### src/rtl/core/lkf_pkg.sv
// shared constants, types and the step program of the kalman filter
// used by every module of the block; depends on nothing
package lkf_pkg;

    localparam int N_STATE   = 3;
    localparam int N_CTRL    = 1;
    localparam int N_MEAS    = 1;
    localparam int FRAC_BITS = 16;

    localparam int DATA_W = 32;
    localparam int ADDR_W = 9;
    localparam int DIM_W  = 3;
    localparam int IDX_W  = 4;
    localparam int STEP_W = 4;
    localparam int TERM_W = 5;
    localparam int DIV_W  = DATA_W + FRAC_BITS;

    localparam logic [DATA_W-1:0] Q_ONE = DATA_W'(64'd1 << FRAC_BITS);

    typedef enum logic [1:0] {
        OP_LOAD    = 2'd0,
        OP_PREDICT = 2'd1,
        OP_UPDATE  = 2'd2,
        OP_NONE    = 2'd3
    } t_op;

    typedef enum logic [2:0] {
        SEL_A     = 3'd0,
        SEL_B     = 3'd1,
        SEL_H     = 3'd2,
        SEL_Q     = 3'd3,
        SEL_R     = 3'd4,
        SEL_P     = 3'd5,
        SEL_STATE = 3'd6,
        SEL_NONE  = 3'd7
    } t_sel;

    // memory regions, 16 words each; the first seven match the load targets
    localparam logic [3:0] RG_A    = 4'd0;
    localparam logic [3:0] RG_B    = 4'd1;
    localparam logic [3:0] RG_H    = 4'd2;
    localparam logic [3:0] RG_Q    = 4'd3;
    localparam logic [3:0] RG_R    = 4'd4;
    localparam logic [3:0] RG_P    = 4'd5;
    localparam logic [3:0] RG_S    = 4'd6;
    localparam logic [3:0] RG_T0   = 4'd7;   // A s, or P H'
    localparam logic [3:0] RG_T1   = 4'd8;   // B u, or H P H' + R and det
    localparam logic [3:0] RG_T2   = 4'd9;   // A P, adjugate, new P
    localparam logic [3:0] RG_T3   = 4'd10;  // A P A', or gain
    localparam logic [3:0] RG_SINV = 4'd11;
    localparam logic [3:0] RG_HS   = 4'd12;
    localparam logic [3:0] RG_INNO = 4'd13;
    localparam logic [3:0] RG_CORR = 4'd14;
    localparam logic [3:0] RG_IKH  = 4'd15;

    // operands that live in registers instead of the memory
    localparam logic [ADDR_W-1:0] V_ZERO = 9'h100;
    localparam logic [ADDR_W-1:0] V_ONE  = 9'h101;
    localparam logic [ADDR_W-1:0] V_U    = 9'h102;
    localparam logic [ADDR_W-1:0] V_Z    = 9'h104;

    typedef enum logic [2:0] {
        K_MM   = 3'd0,
        K_EW   = 3'd1,
        K_INV  = 3'd2,
        K_DIV  = 3'd3,
        K_DONE = 3'd4
    } t_kind;

    typedef struct packed {
        t_kind             kind;
        logic [ADDR_W-1:0] a_base;
        logic [ADDR_W-1:0] b_base;
        logic [ADDR_W-1:0] d_base;
        logic [DIM_W-1:0]  r1;
        logic [DIM_W-1:0]  c1;
        logic [DIM_W-1:0]  c2;
        logic              bt;
        logic              x_ident;
        logic              y_zero;
        logic              y_neg;
        logic              need_ctrl;
        logic              ctrl_y;
    } t_step;

    // one product term sent from the controller to the datapath
    typedef struct packed {
        logic              vld;
        logic              dv;
        logic [ADDR_W-1:0] a;
        logic [ADDR_W-1:0] b;
        logic [ADDR_W-1:0] d;
        logic              neg;
        logic              last;
    } t_term;

    typedef struct packed {
        logic busy;
        logic wzero;
    } t_stat;

    typedef struct packed {
        logic [ADDR_W-1:0] a;
        logic [ADDR_W-1:0] b;
        logic [ADDR_W-1:0] d;
        logic              neg;
        logic              last;
        logic              jend;
    } t_inv;

    function automatic logic [ADDR_W-1:0] rg(input logic [3:0] region);
        return {1'b0, region, 4'd0};
    endfunction

    function automatic logic [ADDR_W-1:0] rgk(input logic [3:0] region, input int k);
        return {1'b0, region, 4'(k)};
    endfunction

    localparam logic [ADDR_W-1:0] A_DET = {1'b0, RG_T1, 4'd15};

    function automatic logic [4:0] elem_count(input logic [2:0] sel);
        logic [4:0] n;
        case (sel)
            SEL_A, SEL_Q, SEL_P: n = 5'(N_STATE * N_STATE);
            SEL_B:               n = 5'(N_STATE * N_CTRL);
            SEL_H:               n = 5'(N_MEAS * N_STATE);
            SEL_R:               n = 5'(N_MEAS * N_MEAS);
            SEL_STATE:           n = 5'(N_STATE);
            default:             n = 5'd0;
        endcase
        return n;
    endfunction

    function automatic logic [DATA_W-1:0] sat32(input logic signed [63:0] x);
        logic [DATA_W-1:0] r;
        if (x > 64'sh7FFFFFFF)
            r = 32'h7FFFFFFF;
        else if (x < -64'sh80000000)
            r = 32'h80000000;
        else
            r = x[DATA_W-1:0];
        return r;
    endfunction

    function automatic t_step mm(input logic [3:0] a, input logic [3:0] b,
                                 input logic [3:0] d, input int r1, input int c1,
                                 input int c2, input logic bt, input logic need_ctrl);
        t_step s;
        s           = '0;
        s.kind      = K_MM;
        s.a_base    = rg(a);
        s.b_base    = (b == RG_B && need_ctrl) ? rg(b) : rg(b);
        s.d_base    = rg(d);
        s.r1        = DIM_W'(r1);
        s.c1        = DIM_W'(c1);
        s.c2        = DIM_W'(c2);
        s.bt        = bt;
        s.need_ctrl = need_ctrl;
        return s;
    endfunction

    function automatic t_step ew(input logic [ADDR_W-1:0] x, input logic [ADDR_W-1:0] y,
                                 input logic [3:0] d, input int r1, input int c2,
                                 input logic x_ident, input logic y_zero,
                                 input logic y_neg, input logic ctrl_y);
        t_step s;
        s         = '0;
        s.kind    = K_EW;
        s.a_base  = x;
        s.b_base  = y;
        s.d_base  = rg(d);
        s.r1      = DIM_W'(r1);
        s.c2      = DIM_W'(c2);
        s.x_ident = x_ident;
        s.y_zero  = y_zero;
        s.y_neg   = y_neg;
        s.ctrl_y  = ctrl_y;
        return s;
    endfunction

    function automatic t_step prog(input logic upd, input logic [STEP_W-1:0] step);
        t_step s;
        s      = '0;
        s.kind = K_DONE;
        if (!upd) begin
            case (step)
                4'd0: s = mm(RG_A, RG_S, RG_T0, N_STATE, N_STATE, 1, 1'b0, 1'b0);
                4'd1: begin
                    s = mm(RG_B, RG_S, RG_T1, N_STATE, N_CTRL, 1, 1'b0, 1'b1);
                    s.b_base = V_U;
                end
                4'd2: s = ew(rg(RG_T0), rg(RG_T1), RG_S, N_STATE, 1,
                             1'b0, 1'b0, 1'b0, 1'b1);
                4'd3: s = mm(RG_A, RG_P, RG_T2, N_STATE, N_STATE, N_STATE, 1'b0, 1'b0);
                4'd4: s = mm(RG_T2, RG_A, RG_T3, N_STATE, N_STATE, N_STATE, 1'b1, 1'b0);
                4'd5: s = ew(rg(RG_T3), rg(RG_Q), RG_P, N_STATE, N_STATE,
                             1'b0, 1'b0, 1'b0, 1'b0);
                default: s.kind = K_DONE;
            endcase
        end else begin
            case (step)
                4'd0:  s = mm(RG_P, RG_H, RG_T0, N_STATE, N_STATE, N_MEAS, 1'b1, 1'b0);
                4'd1:  s = mm(RG_H, RG_T0, RG_T1, N_MEAS, N_STATE, N_MEAS, 1'b0, 1'b0);
                4'd2:  s = ew(rg(RG_T1), rg(RG_R), RG_T1, N_MEAS, N_MEAS,
                              1'b0, 1'b0, 1'b0, 1'b0);
                4'd3:  s.kind = K_INV;
                4'd4: begin
                    s.kind   = K_DIV;
                    s.a_base = rg(RG_T2);
                    s.b_base = A_DET;
                    s.d_base = rg(RG_SINV);
                    s.r1     = DIM_W'(N_MEAS);
                    s.c2     = DIM_W'(N_MEAS);
                end
                4'd5:  s = mm(RG_T0, RG_SINV, RG_T3, N_STATE, N_MEAS, N_MEAS, 1'b0, 1'b0);
                4'd6:  s = mm(RG_H, RG_S, RG_HS, N_MEAS, N_STATE, 1, 1'b0, 1'b0);
                4'd7:  s = ew(V_Z, rg(RG_HS), RG_INNO, N_MEAS, 1,
                              1'b0, 1'b0, 1'b1, 1'b0);
                4'd8:  s = mm(RG_T3, RG_INNO, RG_CORR, N_STATE, N_MEAS, 1, 1'b0, 1'b0);
                4'd9:  s = ew(rg(RG_S), rg(RG_CORR), RG_S, N_STATE, 1,
                              1'b0, 1'b0, 1'b0, 1'b0);
                4'd10: s = mm(RG_T3, RG_H, RG_IKH, N_STATE, N_MEAS, N_STATE, 1'b0, 1'b0);
                4'd11: s = ew(V_ZERO, rg(RG_IKH), RG_IKH, N_STATE, N_STATE,
                              1'b1, 1'b0, 1'b1, 1'b0);
                4'd12: s = mm(RG_IKH, RG_P, RG_T2, N_STATE, N_STATE, N_STATE, 1'b0, 1'b0);
                4'd13: s = ew(rg(RG_T2), V_ZERO, RG_P, N_STATE, N_STATE,
                              1'b0, 1'b1, 1'b0, 1'b0);
                default: s.kind = K_DONE;
            endcase
        end
        return s;
    endfunction

    function automatic t_inv iv(input logic [ADDR_W-1:0] a, input logic [ADDR_W-1:0] b,
                                input logic [ADDR_W-1:0] d, input logic neg,
                                input logic last, input logic jend);
        t_inv t;
        t.a    = a;
        t.b    = b;
        t.d    = d;
        t.neg  = neg;
        t.last = last;
        t.jend = jend;
        return t;
    endfunction

    // cross(p, q, r, s) = p*q - r*s into adjugate entry k, two terms
    function automatic t_inv cr(input int p, input int q, input int r, input int s,
                                input int k, input logic second);
        t_inv t;
        if (!second)
            t = iv(rgk(RG_T1, p), rgk(RG_T1, q), rgk(RG_T2, k), 1'b0, 1'b0, 1'b0);
        else
            t = iv(rgk(RG_T1, r), rgk(RG_T1, s), rgk(RG_T2, k), 1'b1, 1'b1, 1'b0);
        return t;
    endfunction

    // term list for adjugate and determinant of the innovation covariance
    function automatic t_inv inv_term(input logic [TERM_W-1:0] t);
        t_inv r;
        logic sec;
        r   = iv(V_ONE, V_ONE, A_DET, 1'b0, 1'b1, 1'b1);
        sec = t[0];
        if (N_MEAS == 1) begin
            case (t)
                5'd0:    r = iv(V_ONE, V_ONE, rgk(RG_T2, 0), 1'b0, 1'b1, 1'b0);
                default: r = iv(rgk(RG_T1, 0), V_ONE, A_DET, 1'b0, 1'b1, 1'b1);
            endcase
        end else if (N_MEAS == 2) begin
            case (t)
                5'd0:    r = iv(rgk(RG_T1, 3), V_ONE, rgk(RG_T2, 0), 1'b0, 1'b1, 1'b0);
                5'd1:    r = iv(rgk(RG_T1, 1), V_ONE, rgk(RG_T2, 1), 1'b1, 1'b1, 1'b0);
                5'd2:    r = iv(rgk(RG_T1, 2), V_ONE, rgk(RG_T2, 2), 1'b1, 1'b1, 1'b0);
                5'd3:    r = iv(rgk(RG_T1, 0), V_ONE, rgk(RG_T2, 3), 1'b0, 1'b1, 1'b0);
                5'd4:    r = iv(rgk(RG_T1, 0), rgk(RG_T1, 3), A_DET, 1'b0, 1'b0, 1'b0);
                default: r = iv(rgk(RG_T1, 1), rgk(RG_T1, 2), A_DET, 1'b1, 1'b1, 1'b1);
            endcase
        end else begin
            case (t[4:1])
                4'd0:    r = cr(4, 8, 5, 7, 0, sec);
                4'd1:    r = cr(2, 7, 1, 8, 1, sec);
                4'd2:    r = cr(1, 5, 2, 4, 2, sec);
                4'd3:    r = cr(5, 6, 3, 8, 3, sec);
                4'd4:    r = cr(0, 8, 2, 6, 4, sec);
                4'd5:    r = cr(2, 3, 0, 5, 5, sec);
                4'd6:    r = cr(3, 7, 4, 6, 6, sec);
                4'd7:    r = cr(1, 6, 0, 7, 7, sec);
                4'd8:    r = cr(0, 4, 1, 3, 8, sec);
                default: begin
                    case (t)
                        5'd18:   r = iv(rgk(RG_T1, 0), rgk(RG_T2, 0), A_DET,
                                        1'b0, 1'b0, 1'b0);
                        5'd19:   r = iv(rgk(RG_T1, 1), rgk(RG_T2, 3), A_DET,
                                        1'b0, 1'b0, 1'b0);
                        default: r = iv(rgk(RG_T1, 2), rgk(RG_T2, 6), A_DET,
                                        1'b0, 1'b1, 1'b1);
                    endcase
                end
            endcase
        end
        return r;
    endfunction

endpackage

### src/rtl/core/lkf_ctrl.sv
// controller: walks the step program of predict and update, one product term per
// cycle between drain waits, and decodes load transactions; depends on lkf_pkg
module lkf_ctrl (
    input  logic                       i_clk,
    input  logic                       i_rst_n,
    input  logic                       i_accept,
    input  logic [1:0]                 i_op,
    input  logic [2:0]                 i_matrix_select,
    input  logic [3:0]                 i_element_index,
    input  logic                       i_use_control,
    input  lkf_pkg::t_stat             i_stat,
    output logic                       o_idle,
    output logic                       o_ld_we,
    output logic [lkf_pkg::ADDR_W-1:0] o_ld_addr,
    output logic                       o_cap,
    output lkf_pkg::t_term             o_term,
    output logic                       o_done,
    output logic                       o_singular
);
    import lkf_pkg::*;

    typedef enum logic [3:0] {
        S_IDLE  = 4'b0001,
        S_FETCH = 4'b0010,
        S_ISSUE = 4'b0100,
        S_DRAIN = 4'b1000
    } t_state;

    t_state              r_state;
    logic                r_upd, r_ctrl, r_jend;
    logic [STEP_W-1:0]   r_step;
    logic [DIM_W-1:0]    r_i, r_j, r_l;
    logic [TERM_W-1:0]   r_t;
    t_step               cur;
    t_inv                inv;
    t_term               term;
    logic [IDX_W-1:0]    k_el, k_a, k_b;
    logic                ew_single, skip, step_end;

    function automatic logic [IDX_W-1:0] ix(input logic [DIM_W-1:0] x,
                                            input logic [DIM_W-1:0] y,
                                            input logic [DIM_W-1:0] z);
        logic [2*DIM_W:0] p;
        p = x * y + z;
        return p[IDX_W-1:0];
    endfunction

    assign cur       = prog(r_upd, r_step);
    assign inv       = inv_term(r_t);
    assign k_el      = ix(r_i, cur.c2, r_j);
    assign k_a       = ix(r_i, cur.c1, r_l);
    assign k_b       = cur.bt ? ix(r_j, cur.c1, r_l) : ix(r_l, cur.c2, r_j);
    assign ew_single = cur.y_zero | (cur.ctrl_y & ~r_ctrl);
    assign skip      = cur.need_ctrl & ~r_ctrl;
    assign step_end  = (r_j == cur.c2 - 1'b1) && (r_i == cur.r1 - 1'b1);

    always_comb begin
        term = '0;
        case (cur.kind)
            K_MM: begin
                term.a    = cur.a_base + ADDR_W'(k_a);
                term.b    = cur.b_base + ADDR_W'(k_b);
                term.d    = cur.d_base + ADDR_W'(k_el);
                term.last = (r_l == cur.c1 - 1'b1);
            end
            K_EW: begin
                term.d = cur.d_base + ADDR_W'(k_el);
                term.b = V_ONE;
                if (r_l == '0) begin
                    if (cur.x_ident)
                        term.a = (r_i == r_j) ? V_ONE : V_ZERO;
                    else
                        term.a = cur.a_base + ADDR_W'(k_el);
                    term.last = ew_single;
                end else begin
                    term.a    = cur.b_base + ADDR_W'(k_el);
                    term.neg  = cur.y_neg;
                    term.last = 1'b1;
                end
            end
            K_INV: begin
                term.a    = inv.a;
                term.b    = inv.b;
                term.d    = inv.d;
                term.neg  = inv.neg;
                term.last = inv.last;
            end
            K_DIV: begin
                term.dv   = 1'b1;
                term.a    = cur.a_base + ADDR_W'(k_el);
                term.b    = cur.b_base;
                term.d    = cur.d_base + ADDR_W'(k_el);
                term.last = 1'b1;
            end
            default: term = '0;
        endcase
        term.vld = (r_state == S_ISSUE);
    end

    assign o_term    = term;
    assign o_idle    = (r_state == S_IDLE);
    assign o_ld_we   = i_accept && i_op == OP_LOAD && i_matrix_select != SEL_NONE
                       && {1'b0, i_element_index} < elem_count(i_matrix_select);
    assign o_ld_addr = {2'b00, i_matrix_select, i_element_index};
    assign o_cap     = i_accept;

    always_ff @(posedge i_clk) begin
        if (!i_rst_n) begin
            r_state    <= S_IDLE;
            r_upd      <= 1'b0;
            r_ctrl     <= 1'b0;
            r_jend     <= 1'b0;
            r_step     <= '0;
            r_i        <= '0;
            r_j        <= '0;
            r_l        <= '0;
            r_t        <= '0;
            o_done     <= 1'b0;
            o_singular <= 1'b0;
        end else begin
            o_done <= 1'b0;
            case (r_state)
                S_IDLE: begin
                    if (i_accept && (i_op == OP_PREDICT || i_op == OP_UPDATE)) begin
                        r_upd   <= (i_op == OP_UPDATE);
                        r_ctrl  <= i_use_control && (N_CTRL > 0);
                        r_step  <= '0;
                        r_state <= S_FETCH;
                    end
                end
                S_FETCH: begin
                    r_i <= '0;
                    r_j <= '0;
                    r_l <= '0;
                    r_t <= '0;
                    if (cur.kind == K_DONE) begin
                        o_done     <= 1'b1;
                        o_singular <= 1'b0;
                        r_state    <= S_IDLE;
                    end else if (cur.kind == K_DIV && i_stat.wzero) begin
                        // zero determinant: leave state and covariance as they are
                        o_done     <= 1'b1;
                        o_singular <= 1'b1;
                        r_state    <= S_IDLE;
                    end else if (skip) begin
                        r_step <= r_step + 1'b1;
                    end else begin
                        r_state <= S_ISSUE;
                    end
                end
                S_ISSUE: begin
                    r_t <= r_t + 1'b1;
                    if (term.last) begin
                        r_l     <= '0;
                        r_jend  <= inv.jend;
                        r_state <= S_DRAIN;
                    end else begin
                        r_l <= r_l + 1'b1;
                    end
                end
                S_DRAIN: begin
                    if (!i_stat.busy) begin
                        if (cur.kind == K_INV) begin
                            if (r_jend) begin
                                r_step  <= r_step + 1'b1;
                                r_state <= S_FETCH;
                            end else begin
                                r_state <= S_ISSUE;
                            end
                        end else if (step_end) begin
                            r_step  <= r_step + 1'b1;
                            r_state <= S_FETCH;
                        end else begin
                            if (r_j == cur.c2 - 1'b1) begin
                                r_j <= '0;
                                r_i <= r_i + 1'b1;
                            end else begin
                                r_j <= r_j + 1'b1;
                            end
                            r_state <= S_ISSUE;
                        end
                    end
                end
                default: r_state <= S_IDLE;
            endcase
        end
    end

endmodule

### config.mk
export PLATFORM = sky130hd
export DESIGN_NAME = lkf_ctrl
export DESIGN_NICKNAME = d
export VERILOG_FILES = /design/src/rtl/core/lkf_pkg.sv /design/src/rtl/core/lkf_ctrl.sv
export SDC_FILE = /design/constraint.sdc
export NUM_CORES = 1
export LEC_CHECK = 0
export ABC_AREA = 0
export BUFFER_PORTS_ARGS = -buffer_cell sky130_fd_sc_hd__buf_2
export CORE_ASPECT_RATIO = 1.4
export CORE_MARGIN = 10
export CORE_UTILIZATION = 59
export DETAILED_ROUTE_END_ITERATION = 6
export PLACE_DENSITY = 0.85
export REMOVE_ABC_BUFFERS = 1
export SYNTH_ARGS = -nofsm -noshare
export SYNTH_HDL_FRONTEND = slang
export SYNTH_SLANG_ARGS = --single-unit
### constraint.sdc
create_clock -name i_clk -period 6.75 [get_ports i_clk]
set_clock_uncertainty 0.2 [all_clocks]
set_input_delay 1.35 -clock i_clk [delete_from_list [all_inputs] [get_ports i_clk]]
set_output_delay 1.35 -clock i_clk [all_outputs]
set_load 0.05 [all_outputs]
==> metrics.txt <==
status=completed; CP required=5.20 ns; CP Data Arrival Time=5.05 ns; DIE WIDTH=95.47 µm; Final Hold Vio Count=0; pwr dens=205.3 nW/µm²; # IOs=60; Post-Layout Cell Count=773; Placed Cells=758; vias=5004; total gr overflow=0; Initial DRC Count=427; Total Power=1109 µW; number of global-route vias before repair=4991; Slew headroom=24.38%; family with the most delay on the worst path=adder cells; Reg clk slew, reported paths=0.10 ns; drt drc=0; Slew Viols, Final=0; Port Buffers=56; CTS buffer count=3; Gate Count Post-Synth=615; first-pass GRT wire length=23910 µm; most instantiated cells after synthesis=nor2_1, ha_1, nand2_1; worst vdd ir=0.2656 mV; Post-synth EDFFs=0; asr flop ratio synth=0%; critical path's largest stage delay=0.48 ns; Pleak=0.002451 µW; Die Ht=125.7 µm; CP bufs+invs=5; CTS sink count=27; Hold Path Class=reg -> reg; total negative slack=0 ns; Seq/Total Area, Yosys=11.49%; HP Start=r_t[4]; Area contributors post-synth=ha_1, dfxtp_1, xnor2_1; post-route ant nets=0; R2R Path End=r_step[3]; routed len/inst=19.18 µm; DP HPWL=11640 µm; Max Fclk=151.6 MHz; WL final=14820 µm; top_reg_cell synth=dfxtp_1; clk buf depth=2; area share of the largest cell type after synthesis=12.77%; final worst path period need=6.595 ns; overall global routing resource usage=23.67%; fin nets=747; R2R depth=14; CP max FO=17; Avg Cell Area, Syn=7.650 µm²; Cell Area, Synth=4705 µm²; WS Path Type=reg -> out; share of layout cells above drive strength 1=24.37%; die area=12000 µm²; initial antenna violation count=0; H-tree depth=1; area grow syn2layout=14.76%; Hold Path End=r_t[4]; Slowest-stage cell, CP=or4b_4; setup violators final=0; hold buffers post-CTS=0; Worst R2R Start=r_step[0]; post-synthesis register bit count=27; crit end category=output pin; Clock Tree Root=clkbuf_8; largest net degree at the start of global routing=23; Hold Crit Depth=1; gp weighted congestion=0.9985; Antenna diodes=0; Tcrit/Tclk final=97.71%; Yosys top cell by area=ha_1; type of origin of the critical path=flop; warning count from the yosys run=0; Starting Density=60.70%; Skew-Pair Late Insertion Delay=0.28 ns; ordered cell list for the critical path=inv_4, ha_4, buf_6, a2111oi_4, a21oi_4, inv_2, nor2_1, ha_1, fa_1, fa_2, xor2_1, xnor2_1, xnor2_2, ha_2, inv_1, a21oi_1, or4b_4, xor2_1, a211oi_2, o21ai_1, buf_6; r2r setup slk=3.35 ns; Max Cap Viol=0; Vias/cell=6.473; most frequent cell after synthesis=nor2_1; core area=7750 µm²; FP Rows=38; First-pass DRT Iterations=5; Yosys cell types=98; CTS tree=yes; Worst Tran Pin Value=1.119 ns
==> how the worst max path moves through the flow <==
stage                  to  cells after the start  startpoint  slack, ns
6_report       o_term[28]                     21   r_step[0]       0.15
2_1_floorplan  o_term[18]                     17   r_step[2]      -0.53
5_1_grt        o_term[26]                     20   r_step[0]      -0.02
3_5_place_dp   o_term[28]                     21   r_step[1]      -0.13
4_1_cts        o_term[28]                     21   r_step[1]      0.007
3_3_place_gp   o_term[28]                     21   r_step[1]        0.1
==> per-layer routing <==
layer | part of all wire [%] | GRT usage, %
met5 | 0 | 0
met2 | 52 | 41.85
met1 | 36 | 25.93
met4 | 5.1 | 14.01
met3 | 6.7 | 2.794
==> registers in the layout, indices dropped and copies added (netlist names) <==
name and cells:
o_singular 1, r_jend 1, r_ctrl 1, r_upd 1
r_l 3, r_i 3, r_step 4, r_state 4
o_done 1, r_t 5, r_j 3
==> cell families after synthesis <==
logic type / synth area share (%)
other: 0.07971
buffers and inverters: 8.111
DFF: 11.49
xor gates and xnor gates: 8.724
adders and majority gates: 17.02
muxes: 2.021
and+or+nand+nor: 25.24
AOI/OAI and AO/OA: 27.31
==> through the flow <==
| step | instance area, µm² | utilization, % | hold slack [ns] | setup slack [ns] |
|---|---|---|---|---|
| 2_1_floorplan | 4443 | - | 0.2319 | -0.5311 |
| 3_3_place_gp | 5044 | 65.08 | 0.2490 | 0.09857 |
| 3_5_place_dp | 5044 | 65.08 | 0.2729 | -0.1300 |
| 4_1_cts | 5151 | 66.47 | 0.2865 | 0.006814 |
| 5_1_grt | 5399 | 69.66 | 0.3048 | -0.01805 |
| 6_report | 5399 | 69.66 | 0.2940 | 0.1545 |
==> final cells by class <==
cell class	instances	area, µm²
fillers	630	2351
flip-flops and latches	27	554.3
clock inverters	1	5.005
clock buffers	3	41.29
inverters	30	117.6
repair buffers	93	589.3
well taps	100	125.1
multi-input cells	519	3966
==> cell usage in the layout (no fill, tap or decap), drive strengths merged, types with 8 or more instances in the layout <==
| cell type | Yosys | final |
|---|---|---|
| a21o | 10 | 10 |
| ha | 48 | 48 |
| a21oi | 40 | 40 |
| nor2b | 15 | 15 |
| and2 | 10 | 10 |
| buf | 26 | 92 |
| xor2 | 15 | 15 |
| o21ai | 30 | 30 |
| nand3 | 21 | 21 |
| nor3 | 20 | 20 |
| xnor2 | 31 | 31 |
| dfxtp | 27 | 27 |
| inv | 29 | 29 |
| a211oi | 9 | 9 |
| nand2 | 42 | 42 |
| o211ai | 8 | 8 |
| nor2 | 67 | 67 |
| nand2b | 11 | 11 |
| fa | 10 | 10 |
==> where the power goes <==
part	internal, µW	switching [µW]	total (µW)
Combinational	262	550	813
Clock	41.4	51.6	93.1
Sequential	173	29.7	203
==> timing repair <==
| action | in CTS | in global routing |
|---|---|---|
| endpoints found under the setup margin | 9 | 11 |
| gates resized for setup | 12 | 42 |
| pin swaps | 3 | 17 |
| buffers inserted | 2 | 9 |
Note: power is estimated with default switching activity, not from simulation.
